### src/rtl/sha1p_pkg.sv
// Package for the SHA-1 engine with preset state and length register.
// Holds the beat structs, register indexes and SHA-1 constants; no dependencies.
package sha1p_pkg;

    typedef struct packed {
        logic [7:0] data_byte;
        logic       no_byte;
        logic       is_last;
    } in_beat_t;

    typedef struct packed {
        logic [31:0] digest_word;
        logic [2:0]  word_index;
        logic        last_word;
    } out_beat_t;

    localparam logic [2:0] REG_USE_PRESET = 3'd0;
    localparam logic [2:0] REG_PRESET_A   = 3'd1;
    localparam logic [2:0] REG_PRESET_B   = 3'd2;
    localparam logic [2:0] REG_PRESET_C   = 3'd3;
    localparam logic [2:0] REG_PRESET_D   = 3'd4;
    localparam logic [2:0] REG_PRESET_E   = 3'd5;
    localparam logic [2:0] REG_LENGTH     = 3'd6;

    localparam logic [31:0] H0 = 32'h67452301;
    localparam logic [31:0] H1 = 32'hEFCDAB89;
    localparam logic [31:0] H2 = 32'h98BADCFE;
    localparam logic [31:0] H3 = 32'h10325476;
    localparam logic [31:0] H4 = 32'hC3D2E1F0;

    localparam logic [31:0] K0 = 32'h5A827999;
    localparam logic [31:0] K1 = 32'h6ED9EBA1;
    localparam logic [31:0] K2 = 32'h8F1BBCDC;
    localparam logic [31:0] K3 = 32'hCA62C1D6;

    // Control from the sequencer to the round datapath.
    typedef struct packed {
        logic       init;
        logic       load_work;
        logic       round_en;
        logic [6:0] round;
        logic       fold;
    } rnd_ctrl_t;

endpackage

### src/rtl/sha1p_round.sv
// SHA-1 round datapath: working words, chaining words and the final add.
// Depends on sha1p_pkg.
module sha1p_round (
    input  logic                  aclk,
    input  sha1p_pkg::rnd_ctrl_t  ctrl,
    input  logic [159:0]          init_words,
    input  logic [31:0]           w_word,
    output logic [159:0]          chain
);
    logic [31:0] a_reg, b_reg, c_reg, d_reg, e_reg;
    logic [159:0] chain_reg;
    logic [31:0] f, k, t;

    always_comb begin
        if (ctrl.round < 7'd20) begin
            f = (b_reg & c_reg) | (~b_reg & d_reg);
            k = sha1p_pkg::K0;
        end else if (ctrl.round < 7'd40) begin
            f = b_reg ^ c_reg ^ d_reg;
            k = sha1p_pkg::K1;
        end else if (ctrl.round < 7'd60) begin
            f = (b_reg & c_reg) | (b_reg & d_reg) | (c_reg & d_reg);
            k = sha1p_pkg::K2;
        end else begin
            f = b_reg ^ c_reg ^ d_reg;
            k = sha1p_pkg::K3;
        end
        t = {a_reg[26:0], a_reg[31:27]} + f + e_reg + k + w_word;
    end

    always_ff @(posedge aclk) begin
        if (ctrl.init) begin
            chain_reg <= init_words;
        end else if (ctrl.fold) begin
            chain_reg <= {chain_reg[159:128] + a_reg, chain_reg[127:96] + b_reg,
                          chain_reg[95:64] + c_reg, chain_reg[63:32] + d_reg,
                          chain_reg[31:0] + e_reg};
        end
        if (ctrl.load_work) begin
            {a_reg, b_reg, c_reg, d_reg, e_reg} <= chain_reg;
        end else if (ctrl.round_en) begin
            e_reg <= d_reg;
            d_reg <= c_reg;
            c_reg <= {b_reg[1:0], b_reg[31:2]};
            b_reg <= a_reg;
            a_reg <= t;
        end
    end

    assign chain = chain_reg;
endmodule

### src/rtl/sha1_with_preset_state_and_length_top.sv
// Top level of the SHA-1 engine: byte packing, block-word memory, sequencer.
// Depends on sha1p_pkg and sha1p_round.
//
// Each message byte takes one beat. Every 64th byte starts a compression of 80
// rounds over the 16-word schedule memory, which has a registered read port.
// Rounds 0 to 15 each take a read, then a round. Rounds 16 to 79 each take three
// tap reads, then a round and write-back. A load of the working words comes first
// and a fold into the chaining words last. Input is held off while a block is
// compressed. A last beat writes the marker word and the fill at one word per cycle,
// compresses one or two padded blocks and then offers five digest beats. No
// clearing pass is needed after reset.
module sha1_with_preset_state_and_length_top (
    input  logic                  aclk,
    input  logic                  aresetn,
    input  logic                  s_valid,
    output logic                  s_ready,
    input  sha1p_pkg::in_beat_t   s_data,
    output logic                  m_valid,
    input  logic                  m_ready,
    output sha1p_pkg::out_beat_t  m_data,
    input  logic                  cfg_we,
    input  logic [2:0]            cfg_index,
    input  logic [63:0]           cfg_wdata
);
    localparam logic [2:0] ST_IDLE  = 3'd0;
    localparam logic [2:0] ST_PAD   = 3'd1;
    localparam logic [2:0] ST_LOAD  = 3'd2;
    localparam logic [2:0] ST_RD    = 3'd3;
    localparam logic [2:0] ST_WR    = 3'd4;
    localparam logic [2:0] ST_FOLD  = 3'd5;
    localparam logic [2:0] ST_OUT   = 3'd6;

    logic         use_preset_reg;
    logic [159:0] preset_reg;
    logic [63:0]  length_reg;

    logic [2:0]  state_reg;
    logic [5:0]  pos_reg;
    logic        started_reg;
    logic        final_reg;   // last beat seen; padded blocks follow
    logic        lastblk_reg; // this padded block carries the length
    logic        mark_reg;    // first fill word holds the marker
    logic [6:0]  round_reg;
    logic [1:0]  tap_reg;
    logic [31:0] acc_reg;
    logic [2:0]  oidx_reg;
    logic [31:0] cur_reg;     // word being packed

    logic [31:0] mem [16];
    logic [31:0] rd_reg;
    logic        we;
    logic [3:0]  waddr, raddr;
    logic [31:0] wdata;

    sha1p_pkg::rnd_ctrl_t ctrl;
    logic [159:0] chain;
    logic [31:0]  w_round;

    // memory
    always_ff @(posedge aclk) begin
        if (we) mem[waddr] <= wdata;
        rd_reg <= mem[raddr];
    end

    always_ff @(posedge aclk) begin
        if (!aresetn) begin
            use_preset_reg <= 1'b0;
            preset_reg <= {sha1p_pkg::H0, sha1p_pkg::H1, sha1p_pkg::H2,
                           sha1p_pkg::H3, sha1p_pkg::H4};
            length_reg <= 64'd0;
        end else if (cfg_we) begin
            unique case (cfg_index)
                sha1p_pkg::REG_USE_PRESET: use_preset_reg <= cfg_wdata[0];
                sha1p_pkg::REG_PRESET_A:   preset_reg[159:128] <= cfg_wdata[31:0];
                sha1p_pkg::REG_PRESET_B:   preset_reg[127:96] <= cfg_wdata[31:0];
                sha1p_pkg::REG_PRESET_C:   preset_reg[95:64] <= cfg_wdata[31:0];
                sha1p_pkg::REG_PRESET_D:   preset_reg[63:32] <= cfg_wdata[31:0];
                sha1p_pkg::REG_PRESET_E:   preset_reg[31:0] <= cfg_wdata[31:0];
                sha1p_pkg::REG_LENGTH:     length_reg <= cfg_wdata;
                default: ;
            endcase
        end
    end

    logic        s_fire;
    logic [31:0] byte_word;
    logic [3:0]  s;
    logic [1:0]  sub;
    logic [31:0] sched;

    assign s_ready = (state_reg == ST_IDLE);
    assign s_fire  = s_valid && s_ready;
    assign s   = round_reg[3:0];
    assign sched = acc_reg ^ rd_reg;
    assign sub = pos_reg[1:0];

    always_comb begin
        byte_word = cur_reg;
        unique case (sub)
            2'd0: byte_word = {s_data.data_byte, 24'd0};
            2'd1: byte_word[23:16] = s_data.data_byte;
            2'd2: byte_word[15:8] = s_data.data_byte;
            2'd3: byte_word[7:0] = s_data.data_byte;
            default: ;
        endcase
    end

    // marker position and the word that carries it
    logic [5:0]  mark_pos;
    logic [31:0] mark_word;
    always_comb begin
        mark_pos  = s_data.no_byte ? pos_reg : pos_reg + 6'd1;
        mark_word = s_data.no_byte ? cur_reg : byte_word;
        unique case (mark_pos[1:0])
            2'd0: mark_word = 32'h80000000;
            2'd1: mark_word[23:0] = 24'h800000;
            2'd2: mark_word[15:0] = 16'h8000;
            2'd3: mark_word[7:0] = 8'h80;
            default: ;
        endcase
    end

    // fill word at pos_reg: marker word first, then zeros, length in the last two of the block that carries it
    logic [31:0] pad_word;
    always_comb begin
        pad_word = 32'd0;
        if (mark_reg) pad_word = cur_reg;
        else if (lastblk_reg && pos_reg[5:2] == 4'd14) pad_word = length_reg[63:32];
        else if (lastblk_reg && pos_reg[5:2] == 4'd15) pad_word = length_reg[31:0];
    end

    // memory port control
    always_comb begin
        we = 1'b0; waddr = pos_reg[5:2]; wdata = byte_word;
        raddr = s;
        ctrl = '0;
        ctrl.round = round_reg;
        w_round = rd_reg;
        unique case (state_reg)
            ST_IDLE: begin
                we = s_fire && !s_data.no_byte;
                ctrl.init = s_fire && !started_reg;
            end
            ST_PAD: begin
                we = 1'b1; wdata = pad_word;
            end
            ST_LOAD: begin
                ctrl.load_work = 1'b1;
                raddr = 4'd13;
            end
            ST_RD: begin
                if (round_reg < 7'd16) begin
                    raddr = s;
                end else begin
                    // read phase: pick next tap
                    unique case (tap_reg)
                        2'd0: raddr = s + 4'd8;
                        2'd1: raddr = s + 4'd2;
                        2'd2: raddr = s;
                        default: raddr = s;
                    endcase
                end
            end
            ST_WR: begin
                raddr = s + 4'd1 + 4'd13;
                waddr = s;
                if (round_reg < 7'd16) begin
                    w_round = rd_reg;
                end else begin
                    w_round = {sched[30:0], sched[31]};
                    we = 1'b1;
                    wdata = w_round;
                end
                ctrl.round_en = 1'b1;
            end
            ST_FOLD: ctrl.fold = 1'b1;
            default: ;
        endcase
    end

    // the RD state reads three taps (s+8, s+2, s) one per cycle, after s+13 was read in
    // the previous cycle; rounds below 16 read only tap s
    always_ff @(posedge aclk) begin
        if (!aresetn) begin
            state_reg <= ST_IDLE;
            pos_reg <= 6'd0;
            started_reg <= 1'b0;
            final_reg <= 1'b0;
            lastblk_reg <= 1'b0;
            mark_reg <= 1'b0;
            round_reg <= 7'd0;
            tap_reg <= 2'd0;
            oidx_reg <= 3'd0;
        end else begin
            unique case (state_reg)
                ST_IDLE: begin
                    if (s_fire) begin
                        started_reg <= 1'b1;
                        if (s_data.is_last) begin
                            final_reg <= 1'b1;
                            mark_reg <= 1'b1;
                            if (!s_data.no_byte && pos_reg == 6'd63) begin
                                // marker opens the next block
                                cur_reg <= 32'h80000000;
                                pos_reg <= 6'd0;
                                state_reg <= ST_LOAD;
                            end else begin
                                cur_reg <= mark_word;
                                pos_reg <= {mark_pos[5:2], 2'b00};
                                lastblk_reg <= (mark_pos < 6'd56);
                                state_reg <= ST_PAD;
                            end
                        end else if (!s_data.no_byte) begin
                            cur_reg <= byte_word;
                            pos_reg <= pos_reg + 6'd1;
                            if (pos_reg == 6'd63) state_reg <= ST_LOAD;
                        end
                    end
                end
                ST_PAD: begin
                    mark_reg <= 1'b0;
                    pos_reg <= pos_reg + 6'd4;
                    if (pos_reg == 6'd60) state_reg <= ST_LOAD;
                end
                ST_LOAD: begin
                    round_reg <= 7'd0;
                    tap_reg <= 2'd0;
                    acc_reg <= 32'd0;
                    state_reg <= ST_RD;
                end
                ST_RD: begin
                    if (round_reg < 7'd16) begin
                        tap_reg <= 2'd0;
                        state_reg <= ST_WR;
                    end else begin
                        acc_reg <= acc_reg ^ rd_reg;
                        if (tap_reg == 2'd2) begin
                            tap_reg <= 2'd0;
                            state_reg <= ST_WR;
                        end else begin
                            tap_reg <= tap_reg + 2'd1;
                        end
                    end
                end
                ST_WR: begin
                    acc_reg <= 32'd0;
                    round_reg <= round_reg + 7'd1;
                    state_reg <= (round_reg == 7'd79) ? ST_FOLD : ST_RD;
                end
                ST_FOLD: begin
                    if (!final_reg) begin
                        state_reg <= ST_IDLE;
                    end else if (!lastblk_reg) begin
                        lastblk_reg <= 1'b1;
                        pos_reg <= 6'd0;
                        state_reg <= ST_PAD;
                    end else begin
                        oidx_reg <= 3'd0;
                        state_reg <= ST_OUT;
                    end
                end
                ST_OUT: begin
                    if (m_ready) begin
                        oidx_reg <= oidx_reg + 3'd1;
                        if (oidx_reg == 3'd4) begin
                            state_reg <= ST_IDLE;
                            started_reg <= 1'b0;
                            final_reg <= 1'b0;
                            lastblk_reg <= 1'b0;
                            pos_reg <= 6'd0;
                        end
                    end
                end
                default: state_reg <= ST_IDLE;
            endcase
        end
    end

    sha1p_round u_round (
        .aclk       (aclk),
        .ctrl       (ctrl),
        .init_words (use_preset_reg ? preset_reg :
                     {sha1p_pkg::H0, sha1p_pkg::H1, sha1p_pkg::H2,
                      sha1p_pkg::H3, sha1p_pkg::H4}),
        .w_word     (w_round),
        .chain      (chain)
    );

    logic [159:0] sh;
    assign sh = chain << {oidx_reg, 5'd0};
    assign m_valid = (state_reg == ST_OUT);
    assign m_data.digest_word = sh[159:128];
    assign m_data.word_index = oidx_reg;
    assign m_data.last_word = (oidx_reg == 3'd4);
endmodule
### config.mk
export PLATFORM = sky130hd
export DESIGN_NAME = sha1_with_preset_state_and_length_top
export DESIGN_NICKNAME = d
export VERILOG_FILES = /design/src/rtl/sha1p_pkg.sv /design/src/rtl/sha1p_round.sv /design/src/rtl/sha1_with_preset_state_and_length_top.sv
export SDC_FILE = /design/constraint.sdc
export NUM_CORES = 2
export LEC_CHECK = 0
export BUFFER_PORTS_ARGS = -buffer_cell sky130_fd_sc_hd__buf_2
export CAP_MARGIN = 20
export CORE_UTILIZATION = 40
export DETAILED_ROUTE_END_ITERATION = 12
export SYNTH_ARGS = -nofsm -noshare
export SYNTH_HDL_FRONTEND = slang
export SYNTH_SLANG_ARGS = --single-unit
### constraint.sdc
create_clock -name aclk -period 17.65 [get_ports aclk]
set_clock_uncertainty 0.2 [all_clocks]
set_input_delay 3.53 -clock aclk [delete_from_list [all_inputs] [get_ports aclk]]
set_output_delay 3.53 -clock aclk [all_outputs]
set_load 0.02 [all_outputs]
==> Flow_metrics.wiki <==
{| class="wikitable"
! Metric !! Value
|-
| Run status || completed
|-
| Met3 layer usage reported by global route || 4.56%
|-
| Post-synth top flop || sky130_fd_sc_hd__edfxtp_1
|-
| CP Data Required Time || 17,940 ps
|-
| Layout Area Growth over Synthesis || 12.4%
|-
| # IOs || 120
|-
| Pwr/cell area || 234 nW/um^2
|-
| Number of buffers on the longest clock path || 3
|-
| Number of sinks on the clock net || 1,178
|-
| Number of setup buffers added after CTS || 0
|-
| Count of non-filler cells in the finished layout || 7,756
|-
| Wire length of the first global-routing pass || 292,000 microns
|-
| Max Fclk || 0.121 GHz
|-
| DRC marker count from the first detailed-route iteration || 4,495
|-
| Top area cells in the synthesized netlist || sky130_fd_sc_hd__edfxtp_1, sky130_fd_sc_hd__dfxtp_1, sky130_fd_sc_hd__nand2_1, sky130_fd_sc_hd__ha_1, sky130_fd_sc_hd__mux4_2
|-
| Gate count of the mapped netlist || 5,560
|-
| H-tree depth reported by CTS || 4
|-
| Final instance area || 68,600 sq um
|-
| Maximum fanout along the worst path || 35
|-
| Worst voltage drop across the vdd grid || 174 uV
|-
| Total of hold buffers inserted after clock tree synthesis || 0
|-
| Synthesized netlist net count || 5,997
|-
| Portion of synthesized cell area occupied by the leading cell type || 44.1%
|-
| Cell Area, Synth || 61,100 sq um
|-
| Number of input and output port buffers inserted || 119
|-
| Placed inst area || 64,000 sq um
|-
| Total via count after detailed routing || 45.0k
|-
| Die width || 393 microns
|-
| Asr flop ratio synth || 0%
|-
| Share of the yosys chip area belonging to registers || 53.3%
|-
| Root Buffer Master || sky130_fd_sc_hd__clkbuf_16
|-
| Sort of element at the end of the critical path || flop
|-
| Number of remaining DRC errors || 0
|-
| Post-placement worst setup slack || 9000 ps
|-
| PnR Total Power || 16.1 mW
|-
| Global-route usage over all layers || 25.7%
|-
| Placeable core region || 152,000 sq um
|-
| Number of buffers added by the clock tree synthesis step || 133
|-
| Routing usage on met1 || 35.2%
|-
| Height of the die || 393 microns
|-
| Share of the cycle needed by the critical path after routing || 46.6%
|-
| Peak per-stage delay on the critical path || 530 ps
|-
| CTS tree || yes
|-
| Final core utilization || 45.2%
|-
| RSZ-0062 raised after global routing || no
|-
| Cell type of the slowest stage on the worst timing path || sky130_fd_sc_hd__clkinv_1
|-
| Avg Inst Size Synth || 11.0 sq um
|-
| Final Hold Viols || 0
|-
| Grt met2 use || 39.6%
|-
| Detailed-route vias per instance || 5.80
|-
| P_leak || 25.3 nW
|-
| DPL Wire Length || 133,000 microns
|-
| Largest net degree at the start of global routing || 101
|-
| Total wire length || 198,000 microns
|-
| Worst-Margin Slew || 1160 ps
|-
| Wire length per cell || 25.6 microns
|-
| Classification of the worst-slack hold path || flop to flop
|-
| Global placer's final weighted congestion || 0.937
|-
| Synth Register Bits || 1,178
|-
| Element type at the critical path start || flop
|-
| Setup total negative slack || 0 ps
|-
| Most Used Layer, Global Route || met2
|-
| Synth area leader || sky130_fd_sc_hd__edfxtp_1
|-
| Number of pins exceeding their max-slew limit in the final report || 0
|-
| Resize count post-CTS || 0
|-
| Die footprint || 154,000 sq um
|-
| Number of nets still failing antenna checks after routing || 0
|-
| Number of antenna violations at the first check in global routing || 13
|-
| Standard-cell rows || 143
|-
| Critical path data arrival time || 8520 ps
|-
| Total number of yosys warnings || 0
|-
| Number of failing setup endpoints in the final timing report || 0
|-
| EDFF count, synth || 896
|-
| NumNets Final || 6,050
|-
| Proportion of layout cells with a drive suffix above 1 || 10.8%
|-
| Clock Latency Late Sink || 800 ps
|-
| Minimum period implied by the final worst setup slack || 8230 ps
|-
| Max cap viols || 0
|-
| Setup WS post-layout || 9420 ps
|-
| Max reg flops || 512
|-
| Vias in the first global route || 43.7k
|-
| Reg clk slew, reported paths || 60 ps
|-
| Number of detailed-routing iterations run before antenna repair || 6
|-
| Critical path start-end classification || flop to flop
|-
| Initial Util || 40.2%
|-
| Netlist cell types || 85
|-
| Worst hold slack across all endpoints || 255 ps
|-
| Instance count after placement with tap cells included || 7,495
|-
| Relative slew slack || 22.8%
|-
| GRT Residual Overflow || 0
|}
cells in the final DEF (no fill, tap or decap), drive strengths merged, types with 71 or more instances in the layout:
cell type  instances
nand2           1092
edfxtp           896
a21oi            430
nor2             324
o21ai            308
dfxtp            282
ha               231
buf              221
nand3            190
clkbuf           182
inv              142
mux4             128
fa               124
xnor2            109
xor2              91
a21o              90
mux2i             86
a31oi             71
power by group:
part | switching [mW] | leakage [nW] | total [mW] | internal [mW]
combinational | 5.01 | 12.5 | 8.50 | 3.50
clock | 1.22 | 2.19 | 2.86 | 1.64
sequential | 0.634 | 10.6 | 4.72 | 4.08
total | 6.86 | 25.3 | 16.1 | 9.22
cells by family after synthesis:
family,Yosys count,synth area share [%]
mux,215,6.15
simple gates,1885,13.1
xor+xnor,200,2.87
flops,1178,53.3
compound gates,1290,13.0
buf+inv,437,2.77
fa+ha+maj,355,8.80
final cells by class:
cell class / instances / area, sq um
multi-input cells: 3945 / 27100
inverters: 134 / 508
fillers: 14100 / 83100
repair buffers: 221 / 1430
clock buffers: 182 / 3710
clock inverters: 65 / 806
flip-flops and latches: 1178 / 32600
well taps: 2030 / 2540
diodes: 1 / 2.50
worst max-delay path, delay by kind of cell, from the launching register on:
family / cells / cell delay, ps
AOI/OAI and AO/OA: 9 / 2280
xor gates and xnor gates: 1 / 180
adders and majority gates: 5 / 1770
buffers and inverters: 7 / 1760
DFF: 1 / 430
and+or+nand+nor: 7 / 1240
path summary, 6_finish.rpt:
path         slack [ps]           start  cells after the start           endpoint
max                9420    round_reg[3]                     29  u_round.a_reg[23]
min                 260  preset_reg[94]                      2     preset_reg[94]
max reg2reg        9420    round_reg[3]                     29  u_round.a_reg[23]
min reg2reg         260  preset_reg[94]                      2     preset_reg[94]
per-layer routing:
metal | wire length (microns) | share of wire [%]
met1 | 82600 | 42
met2 | 89200 | 45
met5 | 57 | 0.029
met3 | 17100 | 8.6
met4 | 9230 | 4.7
cells in the mapped netlist (25+ instances only):
library cell / count
sky130_fd_sc_hd__nor2b_1: 49
sky130_fd_sc_hd__o22ai_1: 36
sky130_fd_sc_hd__mux4_2: 128
sky130_fd_sc_hd__nand2_1: 1091
sky130_fd_sc_hd__ha_1: 231
sky130_fd_sc_hd__xor2_1: 91
sky130_fd_sc_hd__o21a_1: 32
sky130_fd_sc_hd__a22oi_1: 59
sky130_fd_sc_hd__dfxtp_1: 282
sky130_fd_sc_hd__a21oi_1: 429
sky130_fd_sc_hd__nand2b_1: 34
sky130_fd_sc_hd__edfxtp_1: 896
sky130_fd_sc_hd__nor2_1: 323
sky130_fd_sc_hd__nor3_1: 70
sky130_fd_sc_hd__buf_2: 25
sky130_fd_sc_hd__and2_1: 42
sky130_fd_sc_hd__o21ai_0: 298
sky130_fd_sc_hd__a21o_1: 90
sky130_fd_sc_hd__a31oi_1: 71
sky130_fd_sc_hd__o221ai_1: 32
sky130_fd_sc_hd__xnor2_1: 109
sky130_fd_sc_hd__inv_1: 129
sky130_fd_sc_hd__fa_1: 124
sky130_fd_sc_hd__a211oi_1: 55
sky130_fd_sc_hd__mux2i_1: 86
sky130_fd_sc_hd__nand3_1: 190
sky130_fd_sc_hd__clkbuf_1: 249
Note: power is estimated with default switching activity, not from simulation.
